**src/rtl/lfp_pkg.sv**
```systemverilog
// ---------------------------------------------------------------------------
// lfp_pkg - shared types and constants of the lidar frame parser
// Status codes, configuration register indexes and the structures passed
// between the frame core and the top level.
// ---------------------------------------------------------------------------
package lfp_pkg;

    localparam int FRAME_BYTES = 9;

    // Configuration register indexes
    localparam logic [1:0] CFG_HEADER_VALUE    = 2'd0;
    localparam logic [1:0] CFG_MIN_STRENGTH    = 2'd1;
    localparam logic [1:0] CFG_MIN_DISTANCE_MM = 2'd2;
    localparam logic [1:0] CFG_MAX_DISTANCE_MM = 2'd3;

    // Reset values of the configuration registers
    localparam logic [7:0]  HEADER_VALUE_RST    = 8'd89;
    localparam logic [15:0] MIN_STRENGTH_RST    = 16'd100;
    localparam logic [19:0] MIN_DISTANCE_MM_RST = 20'd200;
    localparam logic [19:0] MAX_DISTANCE_MM_RST = 20'd8000;

    // Temperature field offset, hundredths of a degree
    localparam logic [16:0] TEMP_OFFSET = 17'd25600;

    typedef enum logic [2:0] {
        STATUS_OK       = 3'd0,
        STATUS_CHECKSUM = 3'd1,
        STATUS_WEAK     = 3'd2,
        STATUS_NEAR     = 3'd3,
        STATUS_FAR      = 3'd4,
        STATUS_TIMEOUT  = 3'd5
    } status_t;

    typedef struct packed {
        logic [7:0]  header_value;
        logic [15:0] min_strength;
        logic [19:0] min_distance_mm;
        logic [19:0] max_distance_mm;
    } cfg_t;

    typedef struct packed {
        status_t            status;
        logic [19:0]        distance_mm;
        logic [15:0]        strength;
        logic signed [16:0] temperature_centi;
        logic [31:0]        error_total;
        logic [31:0]        checksum_error_total;
        logic [31:0]        good_total;
    } result_t;

endpackage

```
**src/rtl/lfp_frame_core.sv**
```systemverilog
// ---------------------------------------------------------------------------
// lfp_frame_core - frame hunt, checksum, unpack and counters
// Holds the frame position, byte store, running sum and error counters, and
// works out the result of one step combinationally.
// ---------------------------------------------------------------------------
module lfp_frame_core #(
    parameter int COUNT_WIDTH = 32
) (
    input  logic             aclk,
    input  logic             aresetn,
    input  logic             step,
    input  logic             action,
    input  logic [7:0]       rx_byte,
    input  lfp_pkg::cfg_t    cfg,
    output logic             res_valid,
    output lfp_pkg::result_t res
);

    logic [3:0]             pos_reg, pos_next;
    logic [7:0]             sum_reg, sum_next;
    logic [7:0]             frame_store [8];
    logic [COUNT_WIDTH-1:0] err_reg, err_next;
    logic [COUNT_WIDTH-1:0] ck_reg, ck_next;
    logic [COUNT_WIDTH-1:0] good_reg, good_next;
    logic                   store_wr;

    logic [15:0]            dist_raw;
    logic [19:0]            dist_mm;
    logic [15:0]            strength;
    logic [16:0]            temp_ext;
    logic [16:0]            temp_centi;

    assign dist_raw   = {frame_store[3], frame_store[2]};
    // times ten as (x << 3) + (x << 1)
    assign dist_mm    = {1'b0, dist_raw, 3'b000} + {3'b000, dist_raw, 1'b0};
    assign strength   = {frame_store[5], frame_store[4]};
    assign temp_ext   = {frame_store[7][7], frame_store[7], frame_store[6]};
    assign temp_centi = temp_ext - lfp_pkg::TEMP_OFFSET;

    function automatic logic [COUNT_WIDTH-1:0] bump(input logic [COUNT_WIDTH-1:0] c);
        return (&c) ? c : c + 1'b1;
    endfunction

    always_comb begin
        pos_next  = pos_reg;
        sum_next  = sum_reg;
        err_next  = err_reg;
        ck_next   = ck_reg;
        good_next = good_reg;
        store_wr  = 1'b0;
        res_valid = 1'b0;
        res.status            = lfp_pkg::STATUS_OK;
        res.distance_mm       = '0;
        res.strength          = '0;
        res.temperature_centi = '0;
        if (step) begin
            if (action) begin
                // drop any partial frame
                pos_next        = '0;
                sum_next        = '0;
                err_next        = bump(err_reg);
                res_valid       = 1'b1;
                res.status      = lfp_pkg::STATUS_TIMEOUT;
            end else if (pos_reg < 4'd2) begin
                if (rx_byte == cfg.header_value) begin
                    store_wr = 1'b1;
                    sum_next = (pos_reg == 4'd0) ? rx_byte : sum_reg + rx_byte;
                    pos_next = pos_reg + 4'd1;
                end else begin
                    pos_next = '0;
                    sum_next = '0;
                end
            end else if (pos_reg < 4'd8) begin
                store_wr = 1'b1;
                sum_next = sum_reg + rx_byte;
                pos_next = pos_reg + 4'd1;
            end else begin
                pos_next  = '0;
                sum_next  = '0;
                res_valid = 1'b1;
                if (sum_reg != rx_byte) begin
                    err_next   = bump(err_reg);
                    ck_next    = bump(ck_reg);
                    res.status = lfp_pkg::STATUS_CHECKSUM;
                end else begin
                    res.distance_mm       = dist_mm;
                    res.strength          = strength;
                    res.temperature_centi = temp_centi;
                    if (strength < cfg.min_strength) begin
                        err_next   = bump(err_reg);
                        res.status = lfp_pkg::STATUS_WEAK;
                    end else begin
                        good_next = bump(good_reg);
                        priority if (dist_mm < cfg.min_distance_mm) begin
                            res.status = lfp_pkg::STATUS_NEAR;
                        end else if (dist_mm > cfg.max_distance_mm) begin
                            res.status = lfp_pkg::STATUS_FAR;
                        end else begin
                            res.status = lfp_pkg::STATUS_OK;
                        end
                    end
                end
            end
        end
        // counters are reported on 32 bits whatever their own width
        res.error_total          = 32'(err_next);
        res.checksum_error_total = 32'(ck_next);
        res.good_total           = 32'(good_next);
    end

    always_ff @(posedge aclk) begin
        if (!aresetn) begin
            pos_reg  <= '0;
            sum_reg  <= '0;
            err_reg  <= '0;
            ck_reg   <= '0;
            good_reg <= '0;
        end else begin
            pos_reg  <= pos_next;
            sum_reg  <= sum_next;
            err_reg  <= err_next;
            ck_reg   <= ck_next;
            good_reg <= good_next;
        end
    end

    always_ff @(posedge aclk) begin
        if (store_wr) begin
            frame_store[pos_reg[2:0]] <= rx_byte;
        end
    end

`ifndef SYNTHESIS
    a_pos_range: assert property (@(posedge aclk) disable iff (!aresetn)
        pos_reg <= 4'd8)
        else $error("frame position beyond the checksum byte");

    a_timeout_clears: assert property (@(posedge aclk) disable iff (!aresetn)
        step && action |=> pos_reg == 4'd0 && sum_reg == 8'd0)
        else $error("timeout left a partial frame");

    a_result_on_step: assert property (@(posedge aclk) disable iff (!aresetn)
        res_valid |-> step && (action || pos_reg == 4'd8))
        else $error("result without a timeout or checksum byte");

    a_good_monotone: assert property (@(posedge aclk) disable iff (!aresetn)
        1'b1 |=> good_reg >= $past(good_reg) && err_reg >= $past(err_reg))
        else $error("counter went backwards");
`endif

endmodule

```
**src/rtl/lidar_frame_parser.sv**
```systemverilog
// ---------------------------------------------------------------------------
// lidar_frame_parser - rangefinder 9-byte UART frame parser
// Hunts for the double header, checks the 8-bit sum, unpacks distance,
// strength and temperature and keeps saturating error and frame counts.
// ---------------------------------------------------------------------------
//  channel   direction  handshake             payload
//  s_        in         s_tvalid / s_tready   tdata: rx_byte, tuser: action
//  m_        out        m_tvalid / m_tready   tdata: measurement + counts,
//                                             tuser: status
//  cfg_      in         cfg_valid / cfg_ready cfg_index, cfg_data
//
// One byte or timeout request per cycle while s_tready is high; a timeout or
// checksum byte result moves from the input register through the combinational
// frame update into the result register, which offers it on m_tvalid.
// aresetn clears the frame position, running sum, counters, both pipeline
// valids and restores the register defaults.
// A stalled m_tready holds the result and the input register; a request is
// taken only into an empty input register, then s_tready drops until the result moves on.
// ---------------------------------------------------------------------------
module lidar_frame_parser #(
    parameter int COUNT_WIDTH = 32
) (
    input  logic         aclk,
    input  logic         aresetn,

    input  logic         s_tvalid,
    output logic         s_tready,
    input  logic [7:0]   s_tdata,    // [7:0] rx_byte
    input  logic [0:0]   s_tuser,    // [0] action

    output logic         m_tvalid,
    input  logic         m_tready,
    // [19:0] distance_mm, [35:20] strength, [52:36] temperature_centi,
    // [84:53] error_total, [116:85] checksum_error_total,
    // [148:117] good_total, [151:149] zero
    output logic [151:0] m_tdata,
    output logic [2:0]   m_tuser,    // [2:0] status

    input  logic         cfg_valid,
    output logic         cfg_ready,
    input  logic [1:0]   cfg_index,
    input  logic [19:0]  cfg_data
);

    lfp_pkg::cfg_t    cfg_reg;
    logic             in_valid_reg;
    logic             in_action_reg;
    logic [7:0]       in_byte_reg;
    logic             out_valid_reg;
    lfp_pkg::result_t out_reg;

    logic             out_free;
    logic             advance;
    logic             res_valid;
    lfp_pkg::result_t res;

    assign cfg_ready = 1'b1;
    assign out_free  = !out_valid_reg || m_tready;
    assign advance   = in_valid_reg && out_free;
    assign s_tready  = !in_valid_reg || advance;

    always_ff @(posedge aclk) begin
        if (!aresetn) begin
            cfg_reg.header_value    <= lfp_pkg::HEADER_VALUE_RST;
            cfg_reg.min_strength    <= lfp_pkg::MIN_STRENGTH_RST;
            cfg_reg.min_distance_mm <= lfp_pkg::MIN_DISTANCE_MM_RST;
            cfg_reg.max_distance_mm <= lfp_pkg::MAX_DISTANCE_MM_RST;
        end else if (cfg_valid && cfg_ready) begin
            unique case (cfg_index)
                lfp_pkg::CFG_HEADER_VALUE:    cfg_reg.header_value    <= cfg_data[7:0];
                lfp_pkg::CFG_MIN_STRENGTH:    cfg_reg.min_strength    <= cfg_data[15:0];
                lfp_pkg::CFG_MIN_DISTANCE_MM: cfg_reg.min_distance_mm <= cfg_data;
                lfp_pkg::CFG_MAX_DISTANCE_MM: cfg_reg.max_distance_mm <= cfg_data;
            endcase
        end
    end

    // input register
    always_ff @(posedge aclk) begin
        if (!aresetn) begin
            in_valid_reg <= 1'b0;
        end else if (s_tready) begin
            in_valid_reg <= s_tvalid;
        end
    end

    always_ff @(posedge aclk) begin
        if (s_tvalid && s_tready) begin
            in_action_reg <= s_tuser[0];
            in_byte_reg   <= s_tdata;
        end
    end

    lfp_frame_core #(
        .COUNT_WIDTH (COUNT_WIDTH)
    ) u_core (
        .aclk      (aclk),
        .aresetn   (aresetn),
        .step      (advance),
        .action    (in_action_reg),
        .rx_byte   (in_byte_reg),
        .cfg       (cfg_reg),
        .res_valid (res_valid),
        .res       (res)
    );

    // result register
    always_ff @(posedge aclk) begin
        if (!aresetn) begin
            out_valid_reg <= 1'b0;
        end else if (out_free) begin
            out_valid_reg <= advance && res_valid;
        end
    end

    always_ff @(posedge aclk) begin
        if (advance && res_valid) begin
            out_reg <= res;
        end
    end

    assign m_tvalid = out_valid_reg;
    assign m_tuser  = out_reg.status;
    assign m_tdata  = {3'b000,
                       out_reg.good_total,
                       out_reg.checksum_error_total,
                       out_reg.error_total,
                       out_reg.temperature_centi,
                       out_reg.strength,
                       out_reg.distance_mm};

endmodule
```
**config.mk**
```make
export PLATFORM = sky130hd
export DESIGN_NAME = lidar_frame_parser
export DESIGN_NICKNAME = d
export VERILOG_FILES = /design/src/rtl/lfp_pkg.sv /design/src/rtl/lfp_frame_core.sv /design/src/rtl/lidar_frame_parser.sv
export SDC_FILE = /design/constraint.sdc
export NUM_CORES = 1
export LEC_CHECK = 0
export BUFFER_PORTS_ARGS = -buffer_cell sky130_fd_sc_hd__buf_2
export CORE_MARGIN = 10
export CORE_UTILIZATION = 59
export CTS_CLUSTER_DIAMETER = 40
export DETAILED_ROUTE_END_ITERATION = 7
export PLACE_DENSITY_LB_ADDON = 0.12
export RECOVER_POWER = 50
export SLEW_MARGIN = 15
export SYNTH_ARGS = -nofsm -noshare
export SYNTH_HDL_FRONTEND = slang
export SYNTH_HIERARCHICAL = 1
export SYNTH_SLANG_ARGS = --single-unit
```
**constraint.sdc**
```tcl
create_clock -name aclk -period 12.37 [get_ports aclk]
set_input_delay 1.237 -clock aclk [delete_from_list [all_inputs] [get_ports aclk]]
set_output_delay 1.237 -clock aclk [all_outputs]
set_load 0.005 [all_outputs]
```
==> flow_summary.json, run 1 <==
{
  "drive_gt1_share_pct": 9.158,
  "grt.total_usage_pct": 21.41,
  "postSynthAreaPerCell_sq_um": 11.42,
  "drc": 0,
  "cts-root-buf": "clkbuf_16",
  "async_reset_ff_share_pct": 0,
  "finalInstanceArea_sq_um": 20120,
  "maxCapViolations": 4,
  "crit_required_ns": 12.81,
  "syn_area_sq_um": 17600,
  "cpMostUsedCell": "clkbuf_1",
  "setup_violations": 0,
  "seq_area_frac_synth_pct": 55.44,
  "worstSkewPairLatency_ns": 0.54,
  "rsz0062_at_grt": "false",
  "antenna_found_initial": 2,
  "fmax_mhz": 171.2,
  "layout_min_cycle_time_ns": 5.842,
  "utilization_pct": 68.07,
  "ctsHtreeMaxLevel": 2,
  "criticalPathCategory": "input port to flip-flop",
  "ctsResizeCount": 0,
  "ys.flop_type": "edfxtp_1",
  "arrival_ns": 6.28,
  "grt_pass1_wl_mm": 63.50,
  "placed_cell_area_sq_um": 18820,
  "finalSetupTns_ns": 0,
  "path_clk_slew_ns": 0.06,
  "path_cells": "clkbuf_1 -> clkbuf_1 -> nand2_1 -> mux2i_1",
  "relSlewSlack_pct": -126.4,
  "die_x_um": 192.7,
  "ios": 194,
  "crit_path_top_delay_cell": "clkbuf_1",
  "r2r_start": "in_byte_reg[1]$_DFFE_PP_",
  "timing.final.hold_violations": 0,
  "largest_reg_flops": 149,
  "cts_sinks": 383,
  "fin_crit_sh_pct": 47.23,
  "cts_tree": "yes",
  "syn_to_final_growth_pct": 14.30,
  "max_stage_delay_ns": 2.50,
  "yosys_warnings": 6,
  "end_kind": "flip-flop",
  "path_max_fanout": 85,
  "placed_cells": 2076,
  "synth-edff-count": 209,
  "cp-startpoint": "aresetn",
  "start_kind": "input port",
  "syn_inst": 1542,
  "grt_overflow": 0,
  "die_h_um": 192.7,
  "portBuffers": 189,
  "hold_buffers": 0,
  "wirelength_mm": 40.30,
  "gp_congestion": 0.8721,
  "dieArea_sq_um": 37150,
  "core-area_sq_um": 29560,
  "initial_core_util_pct": 59.56,
  "cts_buffer_depth": 3,
  "fillCellCount": 2320,
  "min-delay-path-class": "flip-flop to flip-flop",
  "tightest_slew_ns": 3.395,
  "grt_max_degree": 86,
  "stdcell_count": 2161,
  "via_per_inst": 5.565,
  "cts_buffers": 45,
  "vias": 12030,
  "wl_per_cell_um": 18.65,
  "p_leak_nw": 7.694,
  "synth_cell_types": 79,
  "r2r_end": "u_core/good_reg[14]$_SDFF_PN0_",
  "firstDrtPassIters": 7,
  "post-cts-setup-buffers": 0,
  "violations": "capacitance limit, slew limit",
  "peakVddDrop_uv": 117.9,
  "endpoint": "cfg_reg[21]$_SDFFE_PN0P_",
  "status": "complete, but fails checks",
  "r2r_cells": 9,
  "antenna_left": 0,
  "clock_skew_ns": 0.02173,
  "rows": 63,
  "drv_slew": 244,
  "grt_pass1_vias": 11880,
  "ys_ff_latch": 383,
  "power_density_nw_per_um2": 136.3,
  "fin_nets": 1852,
  "drt_iter0_markers": 824,
  "hpwl_mm": 28.30,
  "r2r_slack_ns": 7.05
}
-- layout make-up --
| cell class | count | area, sq um | area share (%) |
|---|---|---|---|
| clock buffer | 58 | 1226 | 6.094 |
| inverter | 94 | 352.8 | 1.754 |
| multi-input combinational | 1013 | 7229 | 35.93 |
| clock inverter | 25 | 249.0 | 1.237 |
| sequential | 383 | 9759 | 48.50 |
| antenna | 2 | 5.005 | 0.02487 |
| tap | 390 | 488.0 | 2.425 |
| timing repair buffer | 196 | 812.0 | 4.036 |
-- per-layer routing --
metal / part of all wire (%) / global-route usage [%] / vias to the layer above
li1: - / - / 5838
met1: 44 / 29.03 / 5718
met2: 45 / 33.63 / 405
met3: 9.1 / 5.439 / 63
met4: 1.7 / 5.456 / 2
met5: 0.032 / 0 / -
-- stage by stage --
step,worst slack [ns],power (mW),hold WS (ns)
floorplan,2.969,1.443,0.4344
global placement,7.004,1.472,0.4429
detailed placement,6.850,1.474,0.4480
CTS,7.387,2.766,0.4592
global route,6.012,2.834,0.4752
finish,6.528,2.743,0.4566
-- worst min path at each step --
| stage | from | end | slack, ns | depth (start not counted) |
|---|---|---|---|---|
| floorplan | cfg_reg[0]$_SDFFE_PN0P_ | cfg_reg[0]$_SDFFE_PN0P_ | 0.43 | 2 |
| global placement | cfg_reg[0]$_SDFFE_PN0P_ | cfg_reg[0]$_SDFFE_PN0P_ | 0.44 | 2 |
| detailed placement | cfg_reg[39]$_SDFFE_PN0P_ | cfg_reg[39]$_SDFFE_PN0P_ | 0.45 | 2 |
| CTS | cfg_reg[25]$_SDFFE_PN0P_ | cfg_reg[25]$_SDFFE_PN0P_ | 0.46 | 2 |
| global route | cfg_reg[29]$_SDFFE_PN0P_ | cfg_reg[29]$_SDFFE_PN0P_ | 0.48 | 2 |
| finish | cfg_reg[39]$_SDFFE_PN0P_ | cfg_reg[39]$_SDFFE_PN0P_ | 0.46 | 2 |
-- cells by family after synthesis --
kind of cell	synth area share [%]
xor+xnor	6.119
mux	4.421
compound gates	4.954
simple gates	19.40
flops	55.44
fa+ha+maj	5.984
other cells	0.06396
buf+inv	3.625
-- critical path, delay by kind of cell --
| family | cells | cell delay, ns |
|---|---|---|
| and+or+nand+nor | 1 | 0.70 |
| buffers and inverters | 2 | 3.96 |
| muxes | 1 | 0.34 |
-- cell usage in the layout (no fill, tap or decap), drive strengths merged, types with 36 or more instances in the layout --
cell	instances
buf	55
nor3	36
xor2	59
inv	101
a21oi	46
nand2	144
mux2i	71
ha	81
dfxtp	174
clkbuf	199
nand4	47
and2	127
xnor2	64
nor2	67
nand3	40
edfxtp	209
-- cell usage after synthesis, types with 12 or more instances --
cell | instances | share of area (%)
and3_1 | 14 | 0.50
nand3_1 | 38 | 1.1
nor2b_1 | 16 | 0.57
xnor2_1 | 64 | 3.2
o211ai_1 | 13 | 0.55
a21oi_1 | 46 | 1.3
dfxtp_1 | 174 | 20
nand4_1 | 46 | 1.6
mux2i_1 | 71 | 4.0
o21ai_0 | 19 | 0.54
edfxtp_1 | 209 | 36
nor2_1 | 65 | 1.4
nand2b_1 | 19 | 0.68
and2_1 | 126 | 4.5
ha_1 | 81 | 5.8
clkbuf_1 | 30 | 0.64
nor3_1 | 34 | 0.97
nand2_1 | 144 | 3.1
xor2_1 | 59 | 2.9
nor3b_1 | 12 | 0.51
inv_1 | 93 | 2.0
-- power by group --
part / total [mW] / internal, mW / switching, mW
logic: 0.0815 / 0.0292 / 0.0523
registers: 1.36 / 1.35 / 0.0141
clock network: 1.30 / 0.773 / 0.523
total: 2.74 / 2.15 / 0.590
Note: power is estimated with default switching activity, not from simulation.
==> inputs of run 2 (changes only) <==
ABC_AREA = 1   (was not set)
clock period = 5.4 ns   (was 12.37 ns; I/O delays follow)
==> run 2 against run 1 <==
  * The flow still finishes with violations (capacitance limit, slew limit)
  * Register-to-register slack got worse by 6.1 ns
  * Non-clock buffer count decreased by 1
  * Final cell count increased by 31%
  * Sequential power increased by 130%
  * Sequential share of layout area decreased by 2.7 points
  * Global-route usage increased by 2.0 points
  * Wire length increased by 15%
  * Sequential cell count unchanged
  * Core utilization decreased by 0.26 points
  * Via count increased by 24%
  * Combinational power increased to 2.9 times the previous value
  * Critical endpoint is now m_tdata[136]$_DFFE_PP_
  * Clock skew increased by 0.0053 ns
  * Critical path type is now flip-flop to flip-flop
==> flow_summary.json, run 2 <==
{
  "status": "complete, but fails checks",
  "violations": "capacitance limit, slew limit",
  "syn_inst": 2197,
  "maxCapViolations": 1,
  "start_kind": "flip-flop",
  "min-delay-path-class": "input port to flip-flop",
  "wl_per_cell_um": 16.28,
  "path_max_fanout": 72,
  "antenna_found_initial": 6,
  "top_usage_layer": "met2",
  "core-area_sq_um": 31390,
  "ys.flop_type": "edfxtp_1",
  "vias": 14940,
  "ctsHtreeMaxLevel": 2,
  "setup_violations": 0,
  "layout_min_cycle_time_ns": 4.423,
  "grtUsageMet1_pct": 29.13,
  "max_stage_delay_ns": 1.99,
  "end_kind": "flip-flop",
  "synth_top_area_share_pct": 33.60,
  "cts_buffer_depth": 3,
  "cts-root-buf": "clkbuf_16",
  "postSynthAreaPerCell_sq_um": 8.501,
  "gr-usage-met3_pct": 5.788,
  "crit_path_top_delay_cell": "nor3b_1",
  "final_cell_mix": "500 x nand2_1, 340 x inv_1, 304 x nor2_1",
  "fin_crit_sh_pct": 81.91,
  "ctsResizeCount": 0,
  "synth_cell_types": 55,
  "drive_gt1_share_pct": 7.724,
  "cpMostUsedCell": "nor2_1",
  "largest_reg_flops": 149,
  "syn_to_final_growth_pct": 13.98,
  "die_x_um": 197.9,
  "grt_pass1_vias": 14540,
  "rows": 65,
  "ys_ff_latch": 383,
  "timing.final.hold_violations": 0,
  "yosys_warnings": 6,
  "worstSkewPairLatency_ns": 0.56,
  "path_cells": "inv_1 -> nor2_1 -> nor2_1 -> clkbuf_1 -> inv_4 -> nor2_1 -> nor3b_1 -> buf_12",
  "grt_max_degree": 73,
  "criticalPathCategory": "flip-flop to flip-flop",
  "initial_core_util_pct": 59.49,
  "power_density_nw_per_um2": 306.7,
  "portBuffers": 189,
  "cts_tree": "yes",
  "peakVddDrop_uv": 257.5,
  "wirelength_mm": 46.23,
  "rsz0062_at_grt": "false",
  "p_total_mw": 6.528,
  "via_per_inst": 5.262,
  "clock_skew_ns": 0.02700,
  "grt_pass1_wl_mm": 74.29,
  "hold_buffers": 0,
  "crit_family": "simple AND/OR/NAND/NOR gates",
  "post-cts-setup-buffers": 0,
  "worst-path-buf-inv": 4,
  "synth.area.top_cells": "edfxtp_1 34%, dfxtp_1 19%, nand2_1 9.9%",
  "fillCellCount": 2653,
  "drt_iter0_markers": 927,
  "syn_area_sq_um": 18680,
  "antenna_left": 0,
  "firstDrtPassIters": 5,
  "cts_buffers": 49,
  "grt_overflow": 0,
  "finalSetupTns_ns": 0,
  "crit_required_ns": 5.60,
  "gp_congestion": 0.9333,
  "arrival_ns": 4.62,
  "async_reset_ff_share_pct": 0,
  "met2_usage_pct": 39.13,
  "synth_most_common_cell": "nand2_1",
  "seq_area_frac_synth_pct": 52.25,
  "fin_nets": 2513,
  "p_leak_nw": 9.034,
  "die_h_um": 197.9,
  "hpwl_mm": 33.63,
  "relSlewSlack_pct": -70.72,
  "synth-edff-count": 209,
  "layout_commonest_cell": "nand2_1",
  "dieArea_sq_um": 39170,
  "cts_sinks": 383,
  "synth_common_cells": "495 x nand2_1, 338 x inv_1, 298 x nor2_1, 209 x edfxtp_1, 174 x dfxtp_1",
  "path_clk_slew_ns": 0.06,
  "tightest_slew_ns": 2.555,
  "grt.total_usage_pct": 23.41,
  "drv_slew": 14,
  "drc": 0,
  "synth_area_leader_cell": "edfxtp_1",
  "fmax_mhz": 226.1,
  "ios": 194
}
run 2: cell count changes after synthesis, moves of 72 or more:
cell     change
a21oi_1     +72
and2_1     -121
nand2_1    +351
inv_1      +245
nor2_1     +233
nand3_1     +75
run 2: kinds of logic (layout without fill, tap and decap cells):
logic type	after synthesis	in the layout	synth area share (%)
buffers and inverters	401	636	8.495
and+or+nand+nor	1090	1090	25.91
other	3	9	0.06029
adders and majority gates	83	83	5.641
DFF	383	383	52.25
AOI/OAI and AO/OA	186	186	5.165
xor gates and xnor gates	51	51	2.472
run 2: path summary, 6_finish.rpt:
| check | cells past startpoint | from | endpoint | slack (ns) |
|---|---|---|---|---|
| max | 8 | m_tvalid$_SDFFE_PN0P_ | m_tdata[136]$_DFFE_PP_ | 0.98 |
| min | 1 | s_tdata[0] | in_byte_reg[0]$_DFFE_PP_ | 0.16 |
| max reg2reg | 8 | m_tvalid$_SDFFE_PN0P_ | m_tdata[136]$_DFFE_PP_ | 0.98 |
| min reg2reg | 2 | cfg_reg[62]$_SDFFE_PN1P_ | cfg_reg[62]$_SDFFE_PN1P_ | 0.47 |
run 2: power by group:
part / total, mW / internal [mW] / switching (mW)
sequential: 3.13 / 3.10 / 0.0326
combinational: 0.239 / 0.0757 / 0.163
clock: 3.16 / 1.90 / 1.26
total: 6.53 / 5.08 / 1.45
run 2: layer usage:
layer	share of wire, %	routed length (um)	vias up
met5	0.048	22	-
met4	2.5	1162	4
met2	47	21900	454
met3	7.2	3332	84
li1	-	-	7473
met1	43	19810	6928
run 2: per-stage QoR:
| step | instances | setup slack (ns) | instance area (sq um) | hold slack (ns) | util, % |
|---|---|---|---|---|---|
| CTS | 2836 | 1.397 | 21560 | 0.1360 | 68.68 |
| global placement | 2745 | 1.716 | 19950 | 0.4510 | 63.55 |
| global route | 2836 | 0.5562 | 21280 | 0.1392 | 67.78 |
| finish | 2840 | 0.9770 | 21290 | 0.1613 | 67.81 |
| detailed placement | 2745 | 1.557 | 19950 | 0.4610 | 63.55 |
| floorplan | 2199 | 0.02996 | 18700 | 0.4289 | - |
run 2: layout make-up:
| cell class | instances | area [sq um] | area share [%] |
|---|---|---|---|
| multi-input cells | 1415 | 7244 | 34.03 |
| well taps | 402 | 503.0 | 2.363 |
| repair buffers | 195 | 840.8 | 3.950 |
| inverters | 350 | 1319 | 6.195 |
| clock buffers | 60 | 1320 | 6.201 |
| clock inverters | 31 | 291.5 | 1.369 |
| diodes | 4 | 10.01 | 0.04702 |
| flip-flops and latches | 383 | 9759 | 45.84 |
==> inputs of run 3 (changes only) <==
ABC_AREA = 0   (was 1)
CORE_UTILIZATION = 53   (was 59)
clock period = 3.6 ns   (was 5.4 ns; I/O delays follow)
==> run 3 against run 2 <==
  * The flow finishes with violations (capacitance limit, slew limit, setup timing)
  * Global-route usage down 3.1 points
  * Final cell count down 19%
  * Cell area is 1.0% lower
  * Fmax up 22%
  * First-iteration DRC count decreased by 31%
  * Register-to-register slack got worse by 0.99 ns
  * Total power up 55%
  * Critical path depth grew 9
  * Wire length down 8.3%
  * Sequential power is 49% higher
  * Combinational power increased by 34%
  * Largest power group unchanged
==> flow_summary.json, run 3 (synthesis gave the netlist of run 1 again) <==
{
  "antenna_left": 0,
  "ctsHtreeMaxLevel": 2,
  "drc": 0,
  "layout_commonest_cell": "edfxtp_1",
  "wl_per_cell_um": 18.51,
  "fmax_mhz": 276.5,
  "crit_path_top_delay_cell": "fa_2",
  "utilization_pct": 64.61,
  "r2r_cells": 17,
  "placed_cell_area_sq_um": 19260,
  "drv_slew": 165,
  "placed_cells": 2171,
  "drive_gt1_share_pct": 13.14,
  "worstSkewPairLatency_ns": 0.57,
  "grt_max_degree": 103,
  "die_x_um": 202.3,
  "finalInstanceArea_sq_um": 21080,
  "gp_congestion": 0.8874,
  "hold_depth": 3,
  "cts_tree": "yes",
  "die_h_um": 202.3,
  "ff_latch_area_sq_um": 9759,
  "cts_sinks": 383,
  "arrival_ns": 3.94,
  "grtUsageMet1_pct": 26.26,
  "p_leak_nw": 8.138,
  "clock_skew_ns": 0.01798,
  "hpwl_mm": 29.79,
  "cts_buffer_depth": 3,
  "fillCellCount": 2663,
  "drt_iter0_markers": 640,
  "grt_pass1_wl_mm": 67.41,
  "crit_required_ns": 3.92,
  "largest_reg_flops": 149,
  "portBuffers": 189,
  "path_max_fanout": 4,
  "via_per_inst": 5.305,
  "layout_min_cycle_time_ns": 3.617,
  "cts-root-buf": "clkbuf_16",
  "end_kind": "flip-flop",
  "min-delay-path-class": "input port to flip-flop",
  "tightest_slew_ns": 1.720,
  "fin_crit_sh_pct": 100.5,
  "gr-usage-met3_pct": 4.990,
  "antenna_found_initial": 0,
  "power_density_nw_per_um2": 480.9,
  "multi_input_area_sq_um": 7342,
  "violations": "capacitance limit, slew limit, setup timing",
  "peakVddDrop_uv": 410.5,
  "hold_ws_ns": 0.04854,
  "setup_violations": 2,
  "max_stage_delay_ns": 0.39,
  "wirelength_mm": 42.40,
  "ios": 194,
  "rows": 66,
  "layout_setup_ws_ns": -0.01722,
  "cts_buffers": 52,
  "firstDrtPassIters": 5,
  "criticalPathCategory": "flip-flop to flip-flop",
  "grt_overflow": 0,
  "vias": 12150,
  "dieArea_sq_um": 40910,
  "grt_pass1_vias": 12390,
  "timing.final.hold_violations": 0,
  "final_cell_mix": "209 x edfxtp_1, 174 x dfxtp_1, 168 x clkbuf_1",
  "path_clk_slew_ns": 0.06,
  "n_antenna_cell": 0,
  "rsz0062_at_grt": "true",
  "stdcell_count": 2291,
  "syn_to_final_growth_pct": 19.72,
  "core-area_sq_um": 32620,
  "initial_core_util_pct": 53.97,
  "grt.total_usage_pct": 20.35,
  "maxCapViolations": 3,
  "met2_usage_pct": 33.07,
  "start_kind": "flip-flop",
  "fin_nets": 1924,
  "status": "complete, but fails checks",
  "relSlewSlack_pct": -14.69,
  "path_cells": "ha_2 -> inv_2 -> fa_2 -> nor2b_2 -> o21a_1 -> o21ai_4 -> a2111oi_4 -> o31ai_4 -> a21oi_2 -> a31oi_2 -> ha_1 -> buf_6 -> nand4_1 -> nor2_2 -> a21oi_2 -> buf_4 -> o21a_1",
  "top_usage_layer": "met2",
  "p_total_mw": 10.14
}
-- run 3: layout make-up --
cell class / instances / area share (%)
inverters: 94 / 1.674
repair buffers: 261 / 6.151
well taps: 442 / 2.624
clock buffers: 62 / 6.602
multi-input cells: 1013 / 34.84
clock inverters: 36 / 1.805
flip-flops and latches: 383 / 46.31
-- run 3: path summary, 6_finish.rpt --
path	startpoint	to	slack, ns
worst max-delay path	u_core/frame_store[2][0]$_DFFE_PP_	m_tuser[1]$_DFFE_PP_	-0.02
worst min-delay path	s_tvalid	in_valid_reg$_SDFFE_PN0P_	0.05
worst max register to register	u_core/frame_store[2][0]$_DFFE_PP_	m_tuser[1]$_DFFE_PP_	-0.02
worst min register to register	cfg_reg[33]$_SDFFE_PN0P_	cfg_reg[33]$_SDFFE_PN0P_	0.46
-- run 3: per-stage QoR --
stage	worst slack, ns	setup TNS (ns)
5_1_grt	-0.2081	-0.8044
2_1_floorplan	0.004920	0
4_1_cts	0.001364	0
6_report	-0.01722	-0.02402
3_3_place_gp	-0.2258	-0.5956
3_5_place_dp	-0.3460	-0.8886
-- run 3: critical path: cells and delay by family, from the launching register on --
family | cells | cell delay, ns
simple gates | 3 | 0.44
fa+ha+maj | 3 | 0.94
flops | 1 | 0.38
compound gates | 8 | 1.28
buf+inv | 3 | 0.30
-- run 3: per-layer routing --
metal  routed length, um  vias to the layer above
li1                    -                     6010
met1               18780                     5782
met2               19980                      284
met3                2598                       78
met4                1042                        0
met5                   0                        -
-- run 3: power by group --
group | switching [mW] | internal [mW] | total, mW | leakage [nW]
Combinational | 0.208 | 0.113 | 0.321 | 4.13
Clock | 2.07 | 3.07 | 5.15 | 0.869
Sequential | 0.0285 | 4.64 | 4.67 | 3.14
-- run 3: timing repair --
item                       CTS  global route
setup endpoints to repair    3             4
setup buffers               10             4
hold buffers                 9             0
gates resized for setup     17            22
hold endpoints to repair     9             0
pin swaps                    5            24
